--- src/rtl/bdph_pkg.sv ---
`default_nettype none

package bdph_pkg;

  localparam int unsigned TICK_W   = 32;
  localparam int unsigned THRESH_W = 16;
  localparam int unsigned CFG_IDX_W = 2;
  localparam int unsigned CFG_DATA_W = 16;

  // Register indexes on the configuration channel.
  localparam logic [CFG_IDX_W-1:0] REG_DEBOUNCE_TICKS = 2'd0;
  localparam logic [CFG_IDX_W-1:0] REG_HOLD_TICKS     = 2'd1;
  localparam logic [CFG_IDX_W-1:0] REG_ACTIVE_LOW     = 2'd2;

  localparam logic [THRESH_W-1:0] DEBOUNCE_TICKS_RST = 16'd50;
  localparam logic [THRESH_W-1:0] HOLD_TICKS_RST     = 16'd800;
  localparam logic                ACTIVE_LOW_RST     = 1'b1;

  localparam logic EVENT_PRESS = 1'b0;
  localparam logic EVENT_HOLD  = 1'b1;

endpackage : bdph_pkg

`default_nettype wire

--- src/rtl/bdph_if.sv ---
`default_nettype none

interface bdph_sample_if import bdph_pkg::*; ();
  logic              valid;
  logic              ready;
  logic              pin_level;
  logic [TICK_W-1:0] now_tick;

  modport source (output valid, output pin_level, output now_tick, input ready);
  modport sink   (input valid, input pin_level, input now_tick, output ready);
endinterface : bdph_sample_if

interface bdph_event_if;
  logic valid;
  logic ready;
  logic event_kind;

  modport source (output valid, output event_kind, input ready);
  modport sink   (input valid, input event_kind, output ready);
endinterface : bdph_event_if

interface bdph_cfg_if import bdph_pkg::*; ();
  logic                  valid;
  logic                  ready;
  logic [CFG_IDX_W-1:0]  index;
  logic [CFG_DATA_W-1:0] data;

  modport source (output valid, output index, output data, input ready);
  modport sink   (input valid, input index, input data, output ready);
endinterface : bdph_cfg_if

`default_nettype wire

--- src/rtl/button_debounce_press_hold_top.sv ---
`default_nettype none
// Path: a sample request is registered in the sample register at acceptance, and its event,
// if any, moves into the event register and from there is presented on the event channel.
// Throughput: one sample per cycle unless a held event stalls the event channel; the phase
// update is one subtract, two compares and a next-state choice between the sample register
// and the event register. Reset (rst, synchronous, active high): phase idle, entry tick zero,
// thresholds 50 and 800 ticks, active-low button, both pipeline stages empty.

module button_debounce_press_hold_top import bdph_pkg::*; (
  input  wire              clk,
  input  wire              rst,
  bdph_sample_if.sink      smp,
  bdph_cfg_if.sink         cfg,
  bdph_event_if.source     evt
);

  typedef enum logic [1:0] {
    PH_IDLE        = 2'd0,
    PH_DEBOUNCING  = 2'd1,
    PH_PRESSED     = 2'd2,
    PH_WAIT_RELEASE = 2'd3
  } phase_t;

  logic [THRESH_W-1:0] debounce_ticks;
  logic [THRESH_W-1:0] hold_ticks;
  logic                active_low;

  phase_t              phase;
  phase_t              phase_next;
  logic [TICK_W-1:0]   entry_tick;
  logic [TICK_W-1:0]   entry_tick_next;

  // Sample register.
  logic                s_valid;
  logic                s_level;
  logic [TICK_W-1:0]   s_tick;

  // Event register.
  logic                e_valid;
  logic                e_kind;

  logic                advance;
  logic                pressed;
  logic [TICK_W-1:0]   elapsed;
  logic                debounce_met;
  logic                hold_met;
  logic                fire;
  logic                fire_kind;

  assign cfg.ready = 1'b1;

  assign advance   = s_valid && (!e_valid || evt.ready);
  assign smp.ready = !s_valid || advance;

  assign evt.valid      = e_valid;
  assign evt.event_kind = e_kind;

  assign pressed      = active_low ? !s_level : s_level;
  assign elapsed      = s_tick - entry_tick;
  assign debounce_met = elapsed >= {{(TICK_W-THRESH_W){1'b0}}, debounce_ticks};
  assign hold_met     = elapsed >= {{(TICK_W-THRESH_W){1'b0}}, hold_ticks};

  always_comb begin
    phase_next      = phase;
    entry_tick_next = entry_tick;
    fire            = 1'b0;
    fire_kind       = EVENT_PRESS;
    case (phase)
      PH_IDLE: begin
        if (pressed) begin
          phase_next      = PH_DEBOUNCING;
          entry_tick_next = s_tick;
        end
      end
      PH_DEBOUNCING: begin
        // A bounce drops back to idle and keeps the old entry tick.
        if (!pressed) begin
          phase_next = PH_IDLE;
        end else if (debounce_met) begin
          phase_next      = PH_PRESSED;
          entry_tick_next = s_tick;
        end
      end
      PH_PRESSED: begin
        // Release is checked first, so it wins over a hold on the same sample.
        if (!pressed) begin
          fire            = 1'b1;
          fire_kind       = EVENT_PRESS;
          phase_next      = PH_WAIT_RELEASE;
          entry_tick_next = s_tick;
        end else if (hold_met) begin
          fire            = 1'b1;
          fire_kind       = EVENT_HOLD;
          phase_next      = PH_WAIT_RELEASE;
          entry_tick_next = s_tick;
        end
      end
      PH_WAIT_RELEASE: begin
        if (pressed) begin
          entry_tick_next = s_tick;
        end else if (debounce_met) begin
          phase_next = PH_IDLE;
        end
      end
      default: begin
        phase_next = PH_IDLE;
      end
    endcase
  end

  always_ff @(posedge clk) begin
    if (rst) begin
      debounce_ticks <= DEBOUNCE_TICKS_RST;
      hold_ticks     <= HOLD_TICKS_RST;
      active_low     <= ACTIVE_LOW_RST;
    end else if (cfg.valid) begin
      case (cfg.index)
        REG_DEBOUNCE_TICKS: debounce_ticks <= cfg.data[THRESH_W-1:0];
        REG_HOLD_TICKS:     hold_ticks     <= cfg.data[THRESH_W-1:0];
        REG_ACTIVE_LOW:     active_low     <= cfg.data[0];
        default: begin
        end
      endcase
    end
  end

  always_ff @(posedge clk) begin
    if (rst) begin
      s_valid <= 1'b0;
    end else if (smp.ready) begin
      s_valid <= smp.valid;
    end
  end

  always_ff @(posedge clk) begin
    if (smp.ready && smp.valid) begin
      s_level <= smp.pin_level;
      s_tick  <= smp.now_tick;
    end
  end

  always_ff @(posedge clk) begin
    if (rst) begin
      phase      <= PH_IDLE;
      entry_tick <= '0;
      e_valid    <= 1'b0;
      e_kind     <= EVENT_PRESS;
    end else begin
      if (advance && fire) begin
        e_valid <= 1'b1;
      end else if (evt.ready) begin
        e_valid <= 1'b0;
      end
      if (advance) begin
        phase      <= phase_next;
        entry_tick <= entry_tick_next;
        if (fire) begin
          e_kind <= fire_kind;
        end
      end
    end
  end

endmodule : button_debounce_press_hold_top

`default_nettype wire

--- src/flat_wrapper.sv ---
// flat-port wrapper written by rule: the top's interface ports become plain ports
module button_debounce_press_hold_top_flat import bdph_pkg::*;
  (clk, rst, smp_valid, smp_pin_level, smp_now_tick, smp_ready, cfg_valid, cfg_index, cfg_data, cfg_ready, evt_valid, evt_event_kind, evt_ready);
  bdph_sample_if smp_i ();
  bdph_cfg_if cfg_i ();
  bdph_event_if evt_i ();
  input  wire clk;
  input  wire rst;
  input wire logic [$bits(smp_i.valid)-1:0] smp_valid;
  input wire logic [$bits(smp_i.pin_level)-1:0] smp_pin_level;
  input wire logic [$bits(smp_i.now_tick)-1:0] smp_now_tick;
  output wire logic [$bits(smp_i.ready)-1:0] smp_ready;
  input wire logic [$bits(cfg_i.valid)-1:0] cfg_valid;
  input wire logic [$bits(cfg_i.index)-1:0] cfg_index;
  input wire logic [$bits(cfg_i.data)-1:0] cfg_data;
  output wire logic [$bits(cfg_i.ready)-1:0] cfg_ready;
  output wire logic [$bits(evt_i.valid)-1:0] evt_valid;
  output wire logic [$bits(evt_i.event_kind)-1:0] evt_event_kind;
  input wire logic [$bits(evt_i.ready)-1:0] evt_ready;
  assign smp_i.valid = smp_valid;
  assign smp_i.pin_level = smp_pin_level;
  assign smp_i.now_tick = smp_now_tick;
  assign smp_ready = smp_i.ready;
  assign cfg_i.valid = cfg_valid;
  assign cfg_i.index = cfg_index;
  assign cfg_i.data = cfg_data;
  assign cfg_ready = cfg_i.ready;
  assign evt_valid = evt_i.valid;
  assign evt_event_kind = evt_i.event_kind;
  assign evt_i.ready = evt_ready;
  button_debounce_press_hold_top u_core (.clk(clk), .rst(rst), .smp(smp_i), .cfg(cfg_i), .evt(evt_i));
endmodule
--- config.mk ---
export PLATFORM = sky130hd
export DESIGN_NAME = button_debounce_press_hold_top_flat
export DESIGN_NICKNAME = d
export VERILOG_FILES = /design/src/rtl/bdph_pkg.sv /design/src/rtl/bdph_if.sv /design/src/rtl/button_debounce_press_hold_top.sv /design/src/flat_wrapper.sv
export SDC_FILE = /design/constraint.sdc
export NUM_CORES = 1
export LEC_CHECK = 0
export BUFFER_PORTS_ARGS = -buffer_cell sky130_fd_sc_hd__buf_2
export CELL_PAD_IN_SITES_DETAIL_PLACEMENT = 0
export CELL_PAD_IN_SITES_GLOBAL_PLACEMENT = 1
export CORE_MARGIN = 1.5
export CORE_UTILIZATION = 46
export DETAILED_ROUTE_END_ITERATION = 8
export GPL_TIMING_DRIVEN = 0
export PLACE_DENSITY_LB_ADDON = 0.1
export SYNTH_ARGS = -nofsm -noshare
export SYNTH_HDL_FRONTEND = slang
export SYNTH_SLANG_ARGS = --single-unit
--- constraint.sdc ---
create_clock -name clk -period 4.1 [get_ports clk]
set_clock_uncertainty 0.05 [all_clocks]
set_input_delay 0.615 -clock clk [delete_from_list [all_inputs] [get_ports clk]]
set_output_delay 0.615 -clock clk [all_outputs]
set_load 0.02 [all_outputs]
== Yosys cells after proc, flatten, opt, wreduce, memory -nomap -nowiden ==
Cells that the tools add are included.

* Flip-flop bits (word level): 103
* Bits of input ports: 56
* Output and inout port bits: 4
* Word-level logic and storage cells: 66

* Add/subtract/negate cells: 1
* Order comparisons: 2
* Equal/unequal tests: 13
* Muxes and demuxes: 22
* Reductions and logical operators: 18

{| class="wikitable"
|+ Operator list
! cell !! count
|-
| $mux W32 || 5
|-
| $pmux W32 S3 || 1
|-
| $ge A32 B16 Y1 || 2
|-
| $sub A32 B32 Y32 || 1
|-
| $mux W2 || 7
|-
| $ne A2 B1 Y1 const B || 5
|-
| $mux W1 || 8
|-
| $pmux W2 S4 || 1
|-
| $reduce_and A2 Y1 || 4
|-
| $eq A2 B2 Y1 const B || 3
|-
| $ne A3 B3 Y1 const B || 2
|-
| $reduce_and A6 Y1 || 1
|-
| $reduce_and A5 Y1 || 1
|-
| $eq A2 B1 Y1 const B || 2
|-
| $logic_not A2 Y1 || 2
|-
| $logic_and A1 B1 Y1 || 3
|-
| $logic_not A1 Y1 || 3
|-
| $logic_or A1 B1 Y1 || 2
|-
| $ne A2 B2 Y1 const B || 1
|-
| $reduce_bool A2 Y1 || 1
|-
| $reduce_or A2 Y1 || 1
|}

== Depth between registers and ports, before layout ==
Gate-level depths: netlist (run 1).

* Depth in word-level cells: 7
* Mapped depth: 20
* Depth with buffers taken out: 19

== Least setup slack after synthesis (run 1) ==
No wires, ideal clock.

* Path type: register to register
* Start: register u_core.s_tick[0]
* End: register u_core.entry_tick[0]
* Arrival: 3.568 ns
* Data required time: 3.918 ns
* Path slack: 0.349 ns
* Cell stages (with the launch flop): 20
* Buffers on the path: 1
* Period minus slack after synthesis: 3.751 ns
* Cell sequence: edfxtp_1 inv_1 ha_1 fa_1 nor2b_1 o2111ai_1 nand2_1 a21oi_1 o21ai_0 xor2_1 ha_1 nor2b_1 o21ai_0 nand2b_1 a311oi_1 a32o_1 nand4_1 clkbuf_1 nand3_1 a21oi_1

* Cells in the longest elaborated chain, start to end: 4

{| class="wikitable"
|+ RTL lines
! item !! RTL line !! source
|-
| start: declaration || button_debounce_press_hold_top.sv:36 || <nowiki>logic [TICK_W-1:0] s_tick;</nowiki>
|-
| start signal: assignment || button_debounce_press_hold_top.sv:138 || <nowiki>s_tick <= smp.now_tick;</nowiki>
|-
| $sub A32 B32 Y32 || button_debounce_press_hold_top.sv:59 || <nowiki>assign elapsed = s_tick - entry_tick;</nowiki>
|-
| $ge A32 B16 Y1 (on tied branches) || button_debounce_press_hold_top.sv:61, button_debounce_press_hold_top.sv:60 ||
|-
| $ne A3 B3 Y1 (no line) or $ne A2 B1 Y1 (tied branches) || -- ||
|-
| $reduce_and A5 Y1 (no line) || -- ||
|-
| end signal: assignment || button_debounce_press_hold_top.sv:156 || <nowiki>entry_tick <= entry_tick_next;</nowiki>
|-
| end: declaration || button_debounce_press_hold_top.sv:30 || <nowiki>logic [TICK_W-1:0] entry_tick;</nowiki>
|}

Parallel ways exist; a longest one is shown, timed or not. The select of a mux whose other input is x is not followed.
A chain may end at the register's enable or synchronous reset.

==> impl_metrics.csv, run 1 <==
group,metric,value,unit
clock_tree,cts_tree,"yes",
placement,gp_congestion,0.893,
worst_setup_path,crit_start,"u_core.s_tick[4]$_DFFE_PP_",
timing,layout_setup_ws,0.0138,ns
placement,pre_cts_slack,-0.744,ns
timing,max_freq,0.245,GHz
global_routing,antenna_found_initial,0,
hold_path,hold_class,"in2reg",
yosys,synthCells,833,
pwr,leakagePower,0.00317,uW
worst_setup_path,ff2ff_path_depth,20,
clock_tree,htree_levels,3,
clock_tree,cts_sinks,103,
run_status,status,"finished clean",
global_routing,busiest_layer,"met2",
timing,period_needed,4.09,ns
floorplanning,die-area,15800,um2
routing,totalWireLength,20.2,mm
pwr,powerDensity,341,nW/um2
global_routing,grt_overflow,0,
routing,detail-route-antenna-nets,0,
worst_setup_path,worst-path-max-fanout,4,
clock_tree,root_buffer,"clkbuf_16",
clock_tree,path_clk_slew,0.08,ns
layout,num_antenna_cells,0,
worst_setup_path,cp-start-kind,"register",
yosys,synth_edf_count,33,
yosys,yosysSeqAreaShare,34.6,%
worst_setup_path,critPathCaptureType,"register",
yosys,yosysWarnings,0,
global_routing,use_met1,35.6,%
global_routing,grt_pass1_vias,5981,
routing,drc,0,
worst_setup_path,reg2reg_slack,0.01,ns
worst_setup_path,crit_type,"reg2reg",
clock_tree,cts_buffers,9,
routing,wire_per_inst,18.2,um
clock_tree,clockBufferDepth,2,
worst_setup_path,reg2reg_from,"u_core.s_tick[4]$_DFFE_PP_",
timing,worst_pin_slew,1.18,ns
global_routing,use_met3,2.89,%
placement,port-buffer-count,57,
yosys,ys_async_sr_fraction,0,%
pwr,power,2850,uW
placement,dpl.hpwl,15.2,mm
floorplanning,die_w,126,um
yosys,synth_ff_type,"dfxtp_1",
yosys,syn_area_per_cell,8.30,um2
run,cap_violations,0,
routing,vias,6423,
routing,avgViaCountPerCell,5.79,
timing,tns,0,ns
global_routing,grt_pass1_wl,30.7,mm
worst_setup_path,cp.arrival,4.32,ns
pwr,vdd_ir_drop_max,0.000340,V
timing,finalCritPeriodShare,99.7,%
timing,slew_viol_final,0,
worst_setup_path,cp.required,4.33,ns
layout,final_nets,1046,
routing,dr.pass1.iters,5,
yosys,synth_seq_cells,103,
floorplanning,pin_count,60,
floorplanning,initial_core_util,47.4,%
layout,area_growth,20.7,%
layout,drive_gt1_share,20.3,%
timing,setup_viol_count_final,0,
global_routing,gr-usage-met2,38.7,%
yosys,synthesis.nets,958,
timing,rsz0062_at_grt,"true",
routing,drt_iter0_markers,379,
clock_tree,clk_latency,0.36,ns
timing,finalHoldViolCount,0,
global_routing,grt_max_degree,34,
floorplanning,rows,44,
floorplanning,fp.dieH,126,um
yosys,synth_area,6920,um2
floorplanning,core,14600,um2
yosys,ys_types,72,
global_routing,grt_usage,24.5,%
timing,max_slew_margin,21.4,%
==> report_power, final <==
group,switching (uW),internal [uW],leakage (uW)
clock network,430,428,0.000145
logic,505,357,0.00214
registers,29.6,1100,0.000893
==> cell families (layout without fill, tap and decap cells) <==
kind of cell,Yosys count,count (layout),synth area share (%)
AO/OA/AOI/OAI,264,264,24.2
XOR/XNOR,24,24,3.04
adder cells (fa/ha/maj),69,69,12.6
buffers and inverters,121,214,7.02
flip-flops,103,103,34.6
multiplexers,4,4,0.579
other,1,1,0.0542
AND/OR/NAND/NOR,247,247,17.9
==> per-stage QoR <==
stage,area [um2],utilization [%],hold WS [ns],instances
2_1_floorplan,6920,-,0.386,833
3_3_place_gp,7430,50.9,0.392,1074
3_5_place_dp,7430,51.0,0.399,1074
4_1_cts,7920,54.3,0.362,1098
5_1_grt,8350,57.2,0.363,1110
6_report,8350,57.2,0.370,1110
==> per-layer routing <==
layer | up-vias | part of all wire, %
li1 | 3180 | -
met1 | 3005 | 50
met2 | 201 | 43
met3 | 37 | 4.3
met4 | 0 | 2.1
met5 | - | 0
==> cell usage after synthesis (9+ instances only) <==
library cell | n | area share [%]
nand3_1 | 40 | 2.9
clkbuf_1 | 27 | 1.5
edfxtp_1 | 33 | 14
inv_1 | 73 | 4.0
a21oi_1 | 106 | 7.7
nor2_1 | 32 | 1.7
dfxtp_1 | 70 | 20
xnor2_1 | 15 | 1.9
nor3_1 | 10 | 0.72
a211o_1 | 10 | 1.3
buf_2 | 13 | 0.94
a21o_1 | 21 | 2.3
ha_1 | 68 | 12
o21ai_1 | 34 | 2.5
o211ai_1 | 11 | 1.2
o21ai_0 | 26 | 1.9
xor2_1 | 9 | 1.1
nand2_1 | 94 | 5.1
nand4_1 | 22 | 2.0
==> state kept, by name, indices dropped and copies added (netlist names), named ones only <==
| name | flops |
|---|---|
| u_core.active_low | 1 |
| u_core.s_level | 1 |
| u_core.evt.event_kind | 1 |
| u_core.entry_tick | 32 |
| u_core.hold_ticks | 16 |
| u_core.debounce_ticks | 16 |
| u_core.evt.valid | 1 |
| u_core.s_valid | 1 |
| u_core.phase | 1 |
| u_core.s_tick | 32 |
==> how the worst min path moves through the flow <==
stage                                      startpoint                                endpoint  slack, ns  cells past startpoint
2_1_floorplan  u_core.debounce_ticks[10]$_SDFFE_PP0P_  u_core.debounce_ticks[10]$_SDFFE_PP0P_       0.39                      2
3_3_place_gp    u_core.debounce_ticks[6]$_SDFFE_PP0P_   u_core.debounce_ticks[6]$_SDFFE_PP0P_       0.39                      2
3_5_place_dp        u_core.hold_ticks[3]$_SDFFE_PP0P_       u_core.hold_ticks[3]$_SDFFE_PP0P_       0.40                      2
4_1_cts                              smp_now_tick[17]             u_core.s_tick[17]$_DFFE_PP_       0.36                      1
5_1_grt                              smp_now_tick[18]             u_core.s_tick[18]$_DFFE_PP_       0.36                      1
6_report                             smp_now_tick[19]             u_core.s_tick[19]$_DFFE_PP_       0.37                      1
==> layout make-up <==
type                            instances  area, um2
Clock buffer                            9        225
Tap cell                              184        230
Sequential cell                       103       2390
Multi-Input combinational cell        609       4430
Inverter                               73        274
Fill cell                            1312       6240
Buffer                                 47        249
Timing Repair Buffer                   78        485
Clock inverter                          7       62.6
==> cells in the final DEF (no fill, tap or decap), types with 6 or more instances in the layout <==
cell type / Yosys / layout
nor3_1: 10 / 10
xnor2_1: 15 / 10
buf_2: 13 / 68
nand2b_1: 7 / 6
a21oi_1: 106 / 93
ha_1: 68 / 59
o21ai_2: 0 / 13
ha_4: 0 / 6
nand3b_1: 6 / 6
clkbuf_16: 0 / 11
dfxtp_1: 70 / 70
nand3_1: 40 / 40
and4_1: 7 / 6
a21o_1: 21 / 19
buf_4: 4 / 20
nor2_1: 32 / 30
a21oi_2: 3 / 12
nand4_1: 22 / 22
xor2_1: 9 / 8
edfxtp_1: 33 / 33
o21ai_1: 34 / 24
inv_1: 73 / 73
o211ai_1: 11 / 11
nand2_1: 94 / 93
o21a_1: 7 / 6
clkbuf_1: 27 / 23
a211o_1: 10 / 10
o21ai_0: 26 / 22
==> critical path: stages (launching register included) <==
cell      delay (ns)
edfxtp_1        0.47
ha_4            0.34
o211ai_1        0.11
a21o_1          0.22
buf_4           0.16
a211oi_2        0.24
nand2b_4        0.18
a21oi_1         0.09
xnor2_2         0.21
ha_1            0.28
nand4_1         0.14
nor2_2          0.08
nand2_1         0.09
o21ai_2         0.06
a311oi_2        0.30
buf_4           0.18
buf_6           0.09
a32o_1          0.15
nand4_1         0.20
a31o_1          0.28
a21oi_1         0.11
==> what timing repair did <==
action | in CTS | in global routing
buffers inserted | 8 | 11
endpoints found under the setup margin | 36 | 36
cloned | 0 | 2
pin swaps | 9 | 31
hold buffers | 0 | 0
resized for setup | 33 | 67
No activity file was read; power rests on OpenSTA's default activity.
==> run 2: changes to the inputs <==
==> constraint.sdc (replaced) <==
create_clock -name clk -period 4.1 [get_ports clk]
set_clock_uncertainty 0.05 [all_clocks]
set_input_delay 0 -clock clk [delete_from_list [all_inputs] [get_ports clk]]
set_output_delay 0 -clock clk [all_outputs]
set_load 0.02 [all_outputs]
==> run 2 against run 1 <==
Effect of this change: sequential power hardly changed; non-clock buffer count is 56 higher; power is 1.9% higher; critical path type unchanged; largest power group unchanged; highest routed layer unchanged.
==> impl_metrics.csv, run 2 (synthesis results as in run 1) <==
group,metric,value,unit
timing,period_needed,4.06,ns
floorplanning,fp.dieH,126,um
placement,gp_congestion,0.893,
layout,fin_util,61.2,%
placement,dpl.hpwl,15.2,mm
floorplanning,die_w,126,um
worst_setup_path,worst-path-buf-inv,2,
layout,fin_cells,1166,
worst_setup_path,cp.required,4.33,ns
global_routing,grt_overflow,0,
worst_setup_path,reg2reg_from,"u_core.s_tick[4]$_DFFE_PP_",
placement,dp.cells,1074,
clock_tree,cts_tree,"yes",
timing,finalCritPeriodShare,99.1,%
timing,rsz0062_at_grt,"true",
floorplanning,initial_core_util,47.4,%
clock_tree,htree_levels,3,
layout,final_nets,1102,
placement,pre_cts_slack,-0.744,ns
clock_tree,path_clk_slew,0.08,ns
hold_path,min_to,"u_core.debounce_ticks[0]$_SDFFE_PP0P_",
clock_tree,cts_sinks,103,
worst_setup_path,cp_cell_sequence,"ha_4, o211ai_1, a21o_1, buf_4, a211oi_4, nand2b_4, a21oi_1, xnor2_2, ha_1, nand4_1, nor2_2, nand2_1, o21ai_2, a311oi_2, a32o_2, and4_4, buf_8, o21ai_1, a21oi_1",
layout,num_antenna_cells,0,
floorplanning,core,14600,um2
layout,reg_top3,"u_core.entry_tick x32, u_core.s_tick x32",
global_routing,antenna_found_initial,0,
routing,totalWireLength,20.7,mm
worst_setup_path,r2r-end,"u_core.entry_tick[25]$_SDFFE_PP0P_",
worst_setup_path,critPathCaptureType,"register",
routing,vias,6635,
timing,layout_setup_ws,0.0389,ns
hold_path,whs_path_depth,4,
floorplanning,die-area,15800,um2
layout,final_common_cell,"nand2_1",
timing,worst_pin_slew,1.21,ns
global_routing,grt_pass1_wl,31.6,mm
run,cap_violations,0,
global_routing,grt_max_degree,34,
worst_setup_path,crit_path_max_incr_delay,0.47,ns
layout,area_growth,29.0,%
pwr,vdd_ir_drop_max,0.000355,V
hold_path,hold_start,"cfg_index[1]",
worst_setup_path,cp_top_family,"compound AO/OA/AOI/OAI gates",
placement,port-buffer-count,57,
routing,wire_per_inst,17.7,um
timing,slew_viol_final,0,
routing,drt_iter0_markers,447,
global_routing,grt_usage,25.2,%
worst_setup_path,cp-start-kind,"register",
timing,setup_viol_count_final,0,
global_routing,grt_pass1_vias,6222,
timing,tns,0,ns
clock_tree,root_buffer,"clkbuf_16",
clock_tree,clockBufferDepth,2,
hold_path,hold_class,"in2reg",
routing,avgViaCountPerCell,5.69,
floorplanning,pin_count,60,
run_status,status,"finished clean",
pwr,leakagePower,0.00341,uW
routing,detail-route-antenna-nets,0,
floorplanning,rows,44,
routing,drc,0,
timing,finalHoldViolCount,0,
worst_setup_path,reg2reg_slack,0.04,ns
layout,drive_gt1_share,19.6,%
worst_setup_path,cp.arrival,4.30,ns
clock_tree,cts_buffers,9,
worst_setup_path,cp_common_cell,"a21oi_1",
worst_setup_path,crit_type,"reg2reg",
worst_setup_path,ff2ff_path_depth,19,
clock_tree,clk_latency,0.36,ns
timing,max_freq,0.246,GHz
worst_setup_path,worst-path-max-fanout,7,
pwr,powerDensity,326,nW/um2
routing,dr.pass1.iters,5,
timing,max_slew_margin,19.4,%
worst_setup_path,slowest_stage,"edfxtp_1",
layout,final_cell_mix,"93 x nand2_1, 92 x a21oi_1, 73 x inv_1, 70 x dfxtp_1, 68 x buf_2",
-- run 2: changes by cell type in the layout (fill, tap and decap cells not counted), sizes merged --
cell,delta
clkbuf,-1
buf,+4
dlygate4sd3,+53
-- run 2: power breakdown --
group / leakage [uW] / switching, uW / internal, uW / total [uW]
registers: 0.000893 / 29.6 / 1100 / 1130
logic: 0.00237 / 516 / 397 / 914
clock network: 0.000145 / 433 / 428 / 861
-- run 2: what timing repair did --
item / CTS / global route
cloned: 0 / 2
buffers inserted: 8 / 14
hold buffers: 53 / 0
resized for setup: 33 / 70
setup endpoints to repair: 36 / 36
pin swaps: 9 / 33
endpoints found under the hold margin: 68 / 0
-- run 2: area by class of cell --
| type | instances | area, um2 |
|---|---|---|
| buffer | 47 | 258 |
| clock inverter | 7 | 62.6 |
| tap | 184 | 230 |
| inverter | 73 | 274 |
| clock buffer | 9 | 225 |
| fill | 1262 | 5670 |
| sequential | 103 | 2390 |
| timing repair buffer | 134 | 1030 |
| multi-input combinational | 609 | 4450 |
-- run 2: worst max-delay path by stage --
stage	start	endpoint	slack (ns)	depth (start not counted)
after global placement	u_core.s_tick[0]$_DFFE_PP_	u_core.entry_tick[0]$_SDFFE_PP0P_	-0.62	19
after CTS	u_core.s_tick[0]$_DFFE_PP_	u_core.entry_tick[0]$_SDFFE_PP0P_	0.007	20
after global routing	u_core.s_tick[0]$_DFFE_PP_	u_core.entry_tick[26]$_SDFFE_PP0P_	-0.12	20
after detailed placement	u_core.s_tick[0]$_DFFE_PP_	u_core.entry_tick[0]$_SDFFE_PP0P_	-0.74	19
after floorplan	u_core.s_tick[0]$_DFFE_PP_	u_core.entry_tick[0]$_SDFFE_PP0P_	0.35	19
final	u_core.s_tick[4]$_DFFE_PP_	u_core.entry_tick[25]$_SDFFE_PP0P_	0.04	19
-- run 2: worst reg2reg max path, stage by stage (launching register included) --
cell and delay, ns:
edfxtp_1 0.47, ha_4 0.35, o211ai_1 0.11, a21o_1 0.22, buf_4 0.16, a211oi_4 0.21
nand2b_4 0.17, a21oi_1 0.09, xnor2_2 0.22, ha_1 0.29, nand4_1 0.14, nor2_2 0.08
nand2_1 0.08, o21ai_2 0.06, a311oi_2 0.30, a32o_2 0.24, and4_4 0.35, buf_8 0.18
o21ai_1 0.07, a21oi_1 0.18
-- run 2: per-stage QoR --
| stage | power [uW] | cell area [um2] | hold WS [ns] |
|---|---|---|---|
| 2_1_floorplan | 1650 | 6920 | 0.0489 |
| 3_3_place_gp | 1840 | 7430 | 0.126 |
| 3_5_place_dp | 1860 | 7430 | 0.128 |
| 4_1_cts | 2790 | 8450 | 0.0419 |
| 5_1_grt | 3050 | 8920 | 0.0943 |
| 6_report | 2900 | 8920 | 0.0691 |
-- run 2: per-layer routing --
| metal | up-vias | GRT usage [%] | wire length (um) |
|---|---|---|---|
| met1 | 3143 | 36.3 | 10200 |
| li1 | 3292 | - | - |
| met2 | 177 | 40.3 | 9150 |
| met3 | 23 | 2.85 | 993 |
| met5 | - | 0 | 0 |
| met4 | 0 | 6.82 | 342 |
